File: src/bres_pkg.sv
`timescale 1ns / 1ps

package bres_pkg;

    localparam int COORD_BITS = 10;
    localparam int COLOR_BITS = 24;
    localparam int DELTA_BITS = COORD_BITS + 2;
    localparam int ERR_BITS   = COORD_BITS + 3;

    localparam logic OP_LOAD = 1'b0;
    localparam logic OP_STEP = 1'b1;

    typedef logic [COORD_BITS-1:0] coord_t;
    typedef logic [COLOR_BITS-1:0] color_t;
    typedef logic [DELTA_BITS-1:0] delta_t;
    typedef logic signed [ERR_BITS-1:0] err_t;

    typedef struct packed {
        logic   opcode;
        coord_t start_x;
        coord_t start_y;
        coord_t end_x;
        coord_t end_y;
        color_t line_color;
    } bres_in_t;

    typedef struct packed {
        coord_t pixel_x;
        coord_t pixel_y;
        color_t pixel_color;
        logic   last_pixel;
    } bres_out_t;

    // line setup or step request, as handed from front to back
    typedef struct packed {
        logic   is_load;
        logic   steep;
        coord_t major_pos;
        coord_t major_end;
        coord_t minor_pos;
        logic   minor_down;
        coord_t major_span;
        delta_t delta_err;
        color_t color;
    } bres_cmd_t;

    localparam int CMD_BITS = $bits(bres_cmd_t);
    localparam int OUT_BITS = $bits(bres_out_t);

    function automatic coord_t abs_diff(input coord_t a, input coord_t b);
        abs_diff = (a > b) ? coord_t'(a - b) : coord_t'(b - a);
    endfunction

endpackage

File: src/bres_fifo.sv
`timescale 1ns / 1ps

module bres_fifo
    import bres_pkg::*;
#(
    parameter int WIDTH = 8,
    parameter int DEPTH = 2
)
(
    input  logic             clk,
    input  logic             rst_n,
    input  logic             push,
    input  logic [WIDTH-1:0] wdata,
    output logic             full,
    input  logic             pop,
    output logic [WIDTH-1:0] rdata,
    output logic             empty
);

    localparam int ADDR_BITS  = (DEPTH > 1) ? $clog2(DEPTH) : 1;
    localparam int COUNT_BITS = $clog2(DEPTH + 1);

    logic [WIDTH-1:0]      mem [DEPTH];
    logic [ADDR_BITS-1:0]  wr_ptr_reg, wr_ptr_next;
    logic [ADDR_BITS-1:0]  rd_ptr_reg, rd_ptr_next;
    logic [COUNT_BITS-1:0] count_reg, count_next;
    logic                  do_push, do_pop;

    assign full    = (count_reg == COUNT_BITS'(DEPTH));
    assign empty   = (count_reg == '0);
    assign do_push = push && !full;
    assign do_pop  = pop && !empty;
    assign rdata   = mem[rd_ptr_reg];

    always_comb
    begin
        wr_ptr_next = wr_ptr_reg;
        rd_ptr_next = rd_ptr_reg;
        count_next  = count_reg;
        if (do_push)
        begin
            wr_ptr_next = (wr_ptr_reg == ADDR_BITS'(DEPTH - 1)) ? '0 : wr_ptr_reg + 1'b1;
        end
        if (do_pop)
        begin
            rd_ptr_next = (rd_ptr_reg == ADDR_BITS'(DEPTH - 1)) ? '0 : rd_ptr_reg + 1'b1;
        end
        if (do_push && !do_pop)
        begin
            count_next = count_reg + 1'b1;
        end
        else if (do_pop && !do_push)
        begin
            count_next = count_reg - 1'b1;
        end
    end

    always_ff @(posedge clk or negedge rst_n)
    begin
        if (!rst_n)
        begin
            wr_ptr_reg <= '0;
            rd_ptr_reg <= '0;
            count_reg  <= '0;
        end
        else
        begin
            wr_ptr_reg <= wr_ptr_next;
            rd_ptr_reg <= rd_ptr_next;
            count_reg  <= count_next;
        end
    end

    always_ff @(posedge clk)
    begin
        if (do_push)
        begin
            mem[wr_ptr_reg] <= wdata;
        end
    end

    a_count_bound: assert property (@(posedge clk) disable iff (!rst_n)
        count_reg <= COUNT_BITS'(DEPTH))
        else $error("fifo count beyond depth");

endmodule

File: src/bres_front.sv
`timescale 1ns / 1ps

module bres_front
    import bres_pkg::*;
(
    input  bres_in_t  item,
    output bres_cmd_t cmd
);

    coord_t dx, dy;
    logic   steep;
    coord_t a_maj, a_min, b_maj, b_min;
    logic   swap;
    coord_t first_maj, first_min, last_maj, last_min;

    always_comb
    begin
        dx    = abs_diff(item.start_x, item.end_x);
        dy    = abs_diff(item.start_y, item.end_y);
        steep = (dx < dy);

        a_maj = steep ? item.start_y : item.start_x;
        a_min = steep ? item.start_x : item.start_y;
        b_maj = steep ? item.end_y   : item.end_x;
        b_min = steep ? item.end_x   : item.end_y;

        swap      = (a_maj > b_maj);
        first_maj = swap ? b_maj : a_maj;
        first_min = swap ? b_min : a_min;
        last_maj  = swap ? a_maj : b_maj;
        last_min  = swap ? a_min : b_min;

        cmd.is_load    = (item.opcode == OP_LOAD);
        cmd.steep      = steep;
        cmd.major_pos  = first_maj;
        cmd.major_end  = last_maj;
        cmd.minor_pos  = first_min;
        cmd.minor_down = (last_min < first_min);
        cmd.major_span = coord_t'(last_maj - first_maj);
        cmd.delta_err  = {1'b0, abs_diff(first_min, last_min), 1'b0};
        cmd.color      = item.line_color;
    end

endmodule

File: src/bres_back.sv
`timescale 1ns / 1ps

module bres_back
    import bres_pkg::*;
(
    input  logic      clk,
    input  logic      rst_n,
    input  bres_cmd_t cmd,
    input  logic      cmd_empty,
    output logic      cmd_pop,
    input  logic      out_full,
    output logic      out_push,
    output bres_out_t out_word
);

    logic   active_reg, active_next;
    logic   steep_reg, steep_next;
    coord_t major_pos_reg, major_pos_next;
    coord_t major_end_reg, major_end_next;
    coord_t minor_pos_reg, minor_pos_next;
    logic   minor_down_reg, minor_down_next;
    coord_t major_span_reg, major_span_next;
    delta_t delta_err_reg, delta_err_next;
    err_t   err_acc_reg, err_acc_next;
    color_t held_color_reg, held_color_next;

    logic   is_last;
    err_t   span_ext;
    err_t   err_sum;

    assign cmd_pop  = !cmd_empty && (cmd.is_load || !out_full);
    assign out_push = cmd_pop && !cmd.is_load && active_reg;
    assign is_last  = (major_pos_reg == major_end_reg);
    assign span_ext = err_t'({{(ERR_BITS - COORD_BITS){1'b0}}, major_span_reg});
    assign err_sum  = err_acc_reg + err_t'({{(ERR_BITS - DELTA_BITS){1'b0}}, delta_err_reg});

    always_comb
    begin
        out_word.pixel_x     = steep_reg ? minor_pos_reg : major_pos_reg;
        out_word.pixel_y     = steep_reg ? major_pos_reg : minor_pos_reg;
        out_word.pixel_color = held_color_reg;
        out_word.last_pixel  = is_last;
    end

    always_comb
    begin
        active_next     = active_reg;
        steep_next      = steep_reg;
        major_pos_next  = major_pos_reg;
        major_end_next  = major_end_reg;
        minor_pos_next  = minor_pos_reg;
        minor_down_next = minor_down_reg;
        major_span_next = major_span_reg;
        delta_err_next  = delta_err_reg;
        err_acc_next    = err_acc_reg;
        held_color_next = held_color_reg;
        if (cmd_pop && cmd.is_load)
        begin
            active_next     = 1'b1;
            steep_next      = cmd.steep;
            major_pos_next  = cmd.major_pos;
            major_end_next  = cmd.major_end;
            minor_pos_next  = cmd.minor_pos;
            minor_down_next = cmd.minor_down;
            major_span_next = cmd.major_span;
            delta_err_next  = cmd.delta_err;
            err_acc_next    = '0;
            held_color_next = cmd.color;
        end
        else if (out_push)
        begin
            if (err_sum > span_ext)
            begin
                minor_pos_next = minor_down_reg ? minor_pos_reg - 1'b1 : minor_pos_reg + 1'b1;
                err_acc_next   = err_sum - (span_ext <<< 1);
            end
            else
            begin
                err_acc_next = err_sum;
            end
            if (is_last)
            begin
                active_next = 1'b0;
            end
            else
            begin
                major_pos_next = major_pos_reg + 1'b1;
            end
        end
    end

    always_ff @(posedge clk or negedge rst_n)
    begin
        if (!rst_n)
        begin
            active_reg     <= 1'b0;
            steep_reg      <= 1'b0;
            major_pos_reg  <= '0;
            major_end_reg  <= '0;
            minor_pos_reg  <= '0;
            minor_down_reg <= 1'b0;
            major_span_reg <= '0;
            delta_err_reg  <= '0;
            err_acc_reg    <= '0;
            held_color_reg <= '0;
        end
        else
        begin
            active_reg     <= active_next;
            steep_reg      <= steep_next;
            major_pos_reg  <= major_pos_next;
            major_end_reg  <= major_end_next;
            minor_pos_reg  <= minor_pos_next;
            minor_down_reg <= minor_down_next;
            major_span_reg <= major_span_next;
            delta_err_reg  <= delta_err_next;
            err_acc_reg    <= err_acc_next;
            held_color_reg <= held_color_next;
        end
    end

    a_push_needs_line: assert property (@(posedge clk) disable iff (!rst_n)
        out_push |-> active_reg)
        else $error("pixel emitted with no active line");

    a_last_ends_line: assert property (@(posedge clk) disable iff (!rst_n)
        (out_push && is_last) |=> !active_reg)
        else $error("line still active after last pixel");

    a_major_in_range: assert property (@(posedge clk) disable iff (!rst_n)
        active_reg |-> (major_pos_reg <= major_end_reg))
        else $error("major position passed line end");

    a_err_bounded: assert property (@(posedge clk) disable iff (!rst_n)
        active_reg |-> ((err_acc_reg <= span_ext) && (err_acc_reg >= -span_ext)))
        else $error("error accumulator out of bounds");

endmodule

File: src/bresenham_line_generator_core.sv
`timescale 1ns / 1ps

// Bresenham line generator. Push a load word (opcode 0) with two endpoints and a
// color; it gives no pixel. Each step word (opcode 1) then gives one pixel, in
// order from the endpoint with the lower major coordinate, and the final pixel
// carries last_pixel. A step word with no line in progress is dropped; a load
// replaces any line in progress. Words are accepted one per clock while full is
// low, and pixels leave one per clock while popped: the setup math sits in front
// of a command queue of DEPTH words, and the back unit turns the oldest queued
// step into a pixel, pushes it into an output queue of DEPTH words and updates
// the error term; a full output queue holds the step back. A step word's pixel
// passes the command queue and then the output queue before it can be popped.

module bresenham_line_generator_core
    import bres_pkg::*;
#(
    parameter int DEPTH = 2
)
(
    input  logic      clk,
    input  logic      rst_n,
    input  logic      push,
    input  bres_in_t  item,
    output logic      full,
    input  logic      pop,
    output bres_out_t pixel,
    output logic      empty
);

    bres_cmd_t             front_cmd;
    bres_cmd_t             back_cmd;
    logic [CMD_BITS-1:0]   cmd_rdata;
    logic                  cmd_empty, cmd_pop;
    logic                  out_full, out_push;
    bres_out_t             out_word;
    logic [OUT_BITS-1:0]   out_rdata;

    bres_front u_front
    (
        .item (item),
        .cmd  (front_cmd)
    );

    bres_fifo #(.WIDTH(CMD_BITS), .DEPTH(DEPTH)) u_cmd_fifo
    (
        .clk   (clk),
        .rst_n (rst_n),
        .push  (push),
        .wdata (front_cmd),
        .full  (full),
        .pop   (cmd_pop),
        .rdata (cmd_rdata),
        .empty (cmd_empty)
    );

    assign back_cmd = bres_cmd_t'(cmd_rdata);

    bres_back u_back
    (
        .clk       (clk),
        .rst_n     (rst_n),
        .cmd       (back_cmd),
        .cmd_empty (cmd_empty),
        .cmd_pop   (cmd_pop),
        .out_full  (out_full),
        .out_push  (out_push),
        .out_word  (out_word)
    );

    bres_fifo #(.WIDTH(OUT_BITS), .DEPTH(DEPTH)) u_out_fifo
    (
        .clk   (clk),
        .rst_n (rst_n),
        .push  (out_push),
        .wdata (out_word),
        .full  (out_full),
        .pop   (pop),
        .rdata (out_rdata),
        .empty (empty)
    );

    assign pixel = bres_out_t'(out_rdata);

endmodule

File: config.mk
export PLATFORM = sky130hd
export DESIGN_NAME = bresenham_line_generator_core
export DESIGN_NICKNAME = d
export VERILOG_FILES = /design/src/bres_pkg.sv /design/src/bres_fifo.sv /design/src/bres_front.sv /design/src/bres_back.sv /design/src/bresenham_line_generator_core.sv
export SDC_FILE = /design/constraint.sdc
export NUM_CORES = 1
export LEC_CHECK = 0
export CORE_ASPECT_RATIO = 0.9
export CORE_MARGIN = 2
export CORE_UTILIZATION = 40
export DETAILED_ROUTE_END_ITERATION = 12
export DONT_BUFFER_PORTS = 1
export GPL_TIMING_DRIVEN = 1
export PLACE_DENSITY = 0.58
export SETUP_SLACK_MARGIN = 0.5
export SLEW_MARGIN = 25
export SYNTH_ARGS = -nofsm -noshare
export SYNTH_HDL_FRONTEND = slang
export SYNTH_HIERARCHICAL = 1
export SYNTH_SLANG_ARGS = --single-unit
File: constraint.sdc
create_clock -name clk -period 4.13 [get_ports clk]
set_input_delay 0.413 -clock clk [delete_from_list [all_inputs] [get_ports clk]]
set_output_delay 0.413 -clock clk [all_outputs]
set_load 0.02 [all_outputs]
# --- Word level (Yosys, flattened, before mapping) ---
# Memory sizes are Yosys's and may differ from the RTL's.
# Index checks and enable logic that the tools add are counted.
# W data, S select, Z words.
totals:
  in_bits: 69
  ramBits: 244
  mem_count: 2
  register_bits: 100
  elab_cells: 120
memory_table:
  columns: ["name", "depth", "width", "read_ports", "rd_clocked_by_memory_dff", "write_ports", "line", "rtl"]
  rows:
  - ["u_cmd_fifo.mem", 2, 77, 1, 0, 1, "bres_fifo.sv:23", "logic [WIDTH-1:0] mem [DEPTH];"]
  - ["u_out_fifo.mem", 2, 45, 1, 0, 1, "bres_fifo.sv:23", null]
op_classes:
  n_bitwise: 1
  n_mux: 38
  reduce_logical: 32
  eq_ne: 4
  add_sub_neg: 20
  magnitude_cmp: 7
op_table:
  columns: ["op", "n"]
  rows:
  - ["$mux W10", 20]
  - ["$sub A10 B10 Y10", 7]
  - ["$gt A10 B10 Y1", 4]
  - ["$mux W13", 3]
  - ["$add A10 B1 Y10 const B", 2]
  - ["$lt A10 B10 Y1", 2]
  - ["$add A13 B13 Y13", 1]
  - ["$gt A13 B11 Y1", 1]
  - ["$sub A13 B12 Y13", 1]
  - ["$logic_and A1 B1 Y1", 12]
  - ["$mux W1", 11]
  - ["$eq A10 B10 Y1", 1]
  - ["$reduce_bool A2 Y1", 5]
  - ["$sub A10 B1 Y10 const B", 1]
  - ["$logic_not A1 Y1", 9]
  - ["$mux W2", 4]
  - ["$reduce_and A2 Y1", 3]
  - ["$add A1 B1 Y1 const B", 4]
  - ["$add A2 B1 Y2 const B", 2]
  - ["$eq A2 B2 Y1 const B", 2]
  - ["$logic_not A2 Y1", 2]
  - ["$sub A2 B1 Y2 const B", 2]
  - ["$ne A2 B2 Y1 const B", 1]
  - ["$logic_or A1 B1 Y1", 1]
  - ["$not A1 Y1", 1]

# --- Depth between registers and ports, before layout ---
depth:
  word_depth: 11
  depth_mapped: 54
  ltp_nobuf: 46

# --- By module ---
# The synthesis kept the hierarchy.
by_module_without_submodules:
  columns: ["mod", "cells_each", "area_each_um2", "instances"]
  rows:
  - ["bres_fifo at u_cmd_fifo", 265, 6298.5, 1]
  - ["bres_back", 669, 5749.3, 1]
  - ["bres_front", 771, 5102.4, 1]
  - ["bres_fifo at u_out_fifo", 159, 3643.5, 1]

# --- Least setup slack after synthesis ---
# No wires, ideal clock.
synth_timing:
  kind: "input to register"
  from: "in item[44] in the netlist's numbering"
  to: "mem u_cmd_fifo/mem[0][33] in the netlist's numbering, data pin"
  cell_stages: 52
  setup_time_ps: 266
  arrival_ps: 9760
  setup_slack_ps: -5897
  path_cell_list: "inv_1 > ha_1 > inv_1 > fa_1 > a21o_1 > a21o_1 > a21oi_1 > nand2b_1 > a211o_1 > and2_1 > buf_2 > mux2_2 > o211ai_1 > a31oi_1 > xor2_1 > ha_1 > nand4_1 > o311a_1 > (+16 left out) > buf_2 > nor2_1 > a21oi_1 > mux2i_1 > inv_1 > fa_1 > a21o_1 > a21oi_1 > o21ai_0 > a21oi_1 > a21bo_2 > clkbuf_1 > clkbuf_1 > mux2i_1 > nand3_1 > a21oi_1 > a211oi_1 > xnor2_1"
synth_between:
  elab_chain_cells: 8
  elab_cells_between_ends: 16
  classes_between: "4 x add/sub; 4 x order compare; 8 x mux"
synth_rtl:
  columns: ["element", "line", "rtl"]
  rows:
  - ["start, declared", "bresenham_line_generator_core.sv:23", "input bres_in_t item,"]
  - ["$sub A10 B10 Y10 / $gt A10 B10 Y1 (equally long branches)", "bres_pkg.sv:51", "abs_diff = (a > b) ? coord_t'(a - b) : coord_t'(b - a);"]
  - ["$mux W10", "bres_pkg.sv:51", null]
  - ["$lt A10 B10 Y1", "bres_front.sv:20", "steep = (dx < dy);"]
  - ["$mux W10, on equally long branches", "bres_front.sv:22, bres_front.sv:24", null]
  - ["$gt A10 B10 Y1", "bres_front.sv:27", "swap = (a_maj > b_maj);"]
  - ["$mux W10, on equally long branches", "bres_front.sv:31, bres_front.sv:29", null]
  - ["$sub A10 B10 Y10 / $gt A10 B10 Y1 (equally long branches)", "bres_pkg.sv:51", null]
  - ["$mux W10 (*)", "bres_pkg.sv:51", null]
  - ["end, declared", "bres_fifo.sv:23", null]
# Every way passes the cells marked *; elsewhere a longest branch is shown, timed or not.

# --- Worst setup path after layout ---
layout_timing:
  from: "in item[54] in the netlist's numbering"
  to: "mem u_cmd_fifo/mem[0][33] in the netlist's numbering, data pin"
# Same word-level chain as after synthesis.

==> summary.txt <==
Global routing
  – All-Layer GR Usage: 0.199
  – GR peak layer: met2
  – First-pass GRT wire length: 85.1 mm
  – Met1 usage: 0.259
  – Grt met2 use: 0.339
  – Initial antenna violation count: 0
  – Vias in the first global route: 15600
  – Largest net degree at the start of global routing: 101
  – Total grt overflow: 0
  – Met3 usage: 0.0353

Clocking
  – Total clock sinks: 348
  – TritonCTS buffer count: 37
  – Clock Tree Buf Depth: 3
  – Root Driver: clkbuf_16
  – CTS tree: yes
  – Worst skew pair latency: 0.54 ns
  – H-tree Lvls: 2
  – Worst-path clk slew: 0.06 ns

Logic synthesis
  – Sequential-to-total area share from yosys stat: 0.478
  – Post-synth EDFFs: 248
  – Yosys cell types: 80
  – Synth area leader: edfxtp_1
  – Synth cell count leaders: nand2_1 (269), edfxtp_1 (248), inv_1 (123)
  – Syn Area/Cell: 11.2 um2
  – Top-count cell post-synth: nand2_1
  – Syn Std Cell Area: 20800 um2
  – Synth area leaders: edfxtp_1 (36%), dfrtp_1 (12%), mux2_4 (8.5%)
  – Cell count after synthesis: 1864
  – Synth Area in Adders: 0.0812
  – Post-synthesis simple-gate area fraction: 0.112
  – Yosys warns: 6
  – Post-Synth XOR/XNOR Area: 0.0341
  – Asr flop ratio synth: 0.287
  – Multiplexer share of the synthesized area: 0.127
  – Synth Area in Compound Gates: 0.110
  – Largest family of logic cells by synthesized area: multiplexers
  – Prevailing post-synth register cell: edfxtp_1
  – Synth Register Bits: 348
  – Post-synth top area share: 0.358

Critical path
  – CP Max Fanout: 8
  – CP startpoint kind: input port
  – CP Class: input port to flip-flop
  – Register-to-Register Path Depth: 19
  – CP endpoint kind: flip-flop
  – Critical-path top delay cell: a221o_2
  – WP buf/inv: 13
  – Critical Path RT: 4.40 ns
  – Most frequent CP cell: buf_6
  – Critical Path AT: 8.50 ns
  – Critical Path Max Stage Delay: 0.42 ns
  – CP delay by family, top: compound AO/OA/AOI/OAI gates
  – Stages on worst setup path: 49

Final layout
  – P&R area growth vs syn: 30.2%
  – Largest register FFs: 158
  – Share of cells above drive strength 1: 0.378
  – Final nets: 2406
  – Final core occ: 0.526
  – Final Cell Area: 27100 um2

Timing
  – Skew final: 0.0197 ns
  – Slew @ Worst Pin: 1.02 ns
  – Rel. slew slack: 0.319
  – Pins Over Slew Limit: 0
  – Final Setup Violations: 102
  – Tcrit/Tclk final: 1.99
  – Min Tclk post-route: 8.23 ns
  – RSZ-0062 raised after global routing: true
  – Fmax: 122 MHz
  – Hold Vio Cnt, Final: 0
  – Final setup margin: -4.10 ns

Placement
  – Detailed Place HPWL: 38.1 mm
  – Post-DP Area: 23600 um2
  – PortBufs: 0
  – Placer Congestion: 0.909

Floorplanning
  – # rows: 79
  – Die W: 244 um
  – Die ar.: 53800 um2
  – Core area: 51500 um2
  – Io pins: 116
  – Die Y: 220 um
  – Starting density of the core: 0.404

Detailed routing
  – DRC Markers: 0
  – Iter 0 DRT Violations: 946
  – Post-DR wirelength/cell: 18.4 um
  – Via count: 15200
  – Routed WL: 53.9 mm
  – Drt pass-1 iters: 5
  – Vias/cell: 5.21
  – Final ANT Viol Nets: 0

Status
  – Failing checks: negative setup slack
  – Status: finished, violations left

Worst hold path
  – Worst Hold Depth: 2
  – Worst hold path class: input port to flip-flop

Run
  – Max-cap viol count: 0
## logic make-up (layout without fill, tap and decap cells)
logic type	Yosys count	after routing
other cells	1	3
simple gates	521	523
mux	201	201
xor+xnor	81	81
buf+inv	221	592
flops	348	348
fa+ha+maj	130	130
compound gates	361	361
## layer usage
layer | wire (um) | share of wire
met1 | 24200 | 0.45
met5 | 0 | 0
met3 | 2650 | 0.049
met4 | 1390 | 0.026
met2 | 25700 | 0.48
## cell type report
| type | count | area [um2] |
|---|---|---|
| Antenna cell | 1 | 2.50 |
| Timing Repair Buffer | 400 | 3400 |
| Multi-Input combinational cell | 1298 | 11200 |
| Clock buffer | 48 | 997 |
| Tap cell | 688 | 861 |
| Inverter | 124 | 493 |
| Clock inverter | 20 | 124 |
| Sequential cell | 348 | 9960 |
| Fill cell | 4424 | 24400 |
## final timing paths
path	startpoint	slack (ns)	to
min in group asynchronous	rst_n	0.48	u_back/held_color_reg[15]$_DFFE_PN0P_
max in group asynchronous	rst_n	3.17	u_back/minor_pos_reg[6]$_DFFE_PN0P_
worst min-delay path	pop	0.1	u_out_fifo/rd_ptr_reg$_DFFE_PN0P_
worst max-delay path	item[54]	-4.10	u_cmd_fifo/mem[0][33]$_DFFE_PP_
worst max register to register	u_back/err_acc_reg[0]$_DFFE_PN0P_	0.26	u_back/minor_pos_reg[1]$_DFFE_PN0P_
worst min register to register	u_back/held_color_reg[21]$_DFFE_PN0P_	0.46	u_out_fifo/mem[0][22]$_DFFE_PP_
## what timing repair did
item | 4_1_cts | 5_1_grt
gates resized for setup | 163 | 154
pin swaps | 62 | 101
setup endpoints to repair | 126 | 126
buffers inserted | 54 | 26
hold buffers | 27 | 0
gates cloned | 2 | 0
hold endpoints to repair | 150 | 0
## placed cells by master (no fill, tap or decap), drive strengths merged, types with 28 or more instances in the layout
cell	instances
nor3	28
mux2	149
inv	125
buf	374
nand2	271
edfxtp	248
a21oi	113
nor2	100
ha	119
mux2i	52
o21ai	109
dfrtp	100
xnor2	55
clkbuf	48
## stage by stage
stage               TNS, ns  hold WS (ns)  std cells  worst slack, ns
floorplan           -290.25         0.117       1865            -4.51
global placement    -310.62         0.122       2748            -4.64
detailed placement  -325.97         0.122       2748            -4.90
CTS                 -238.52        0.0671       2899            -3.72
global route        -279.50         0.118       2926            -4.45
finish              -254.10        0.0952       2927            -4.10
Power is not shown: default switching activity piles up to over one toggle a cycle in this logic, so the estimate is an artifact.
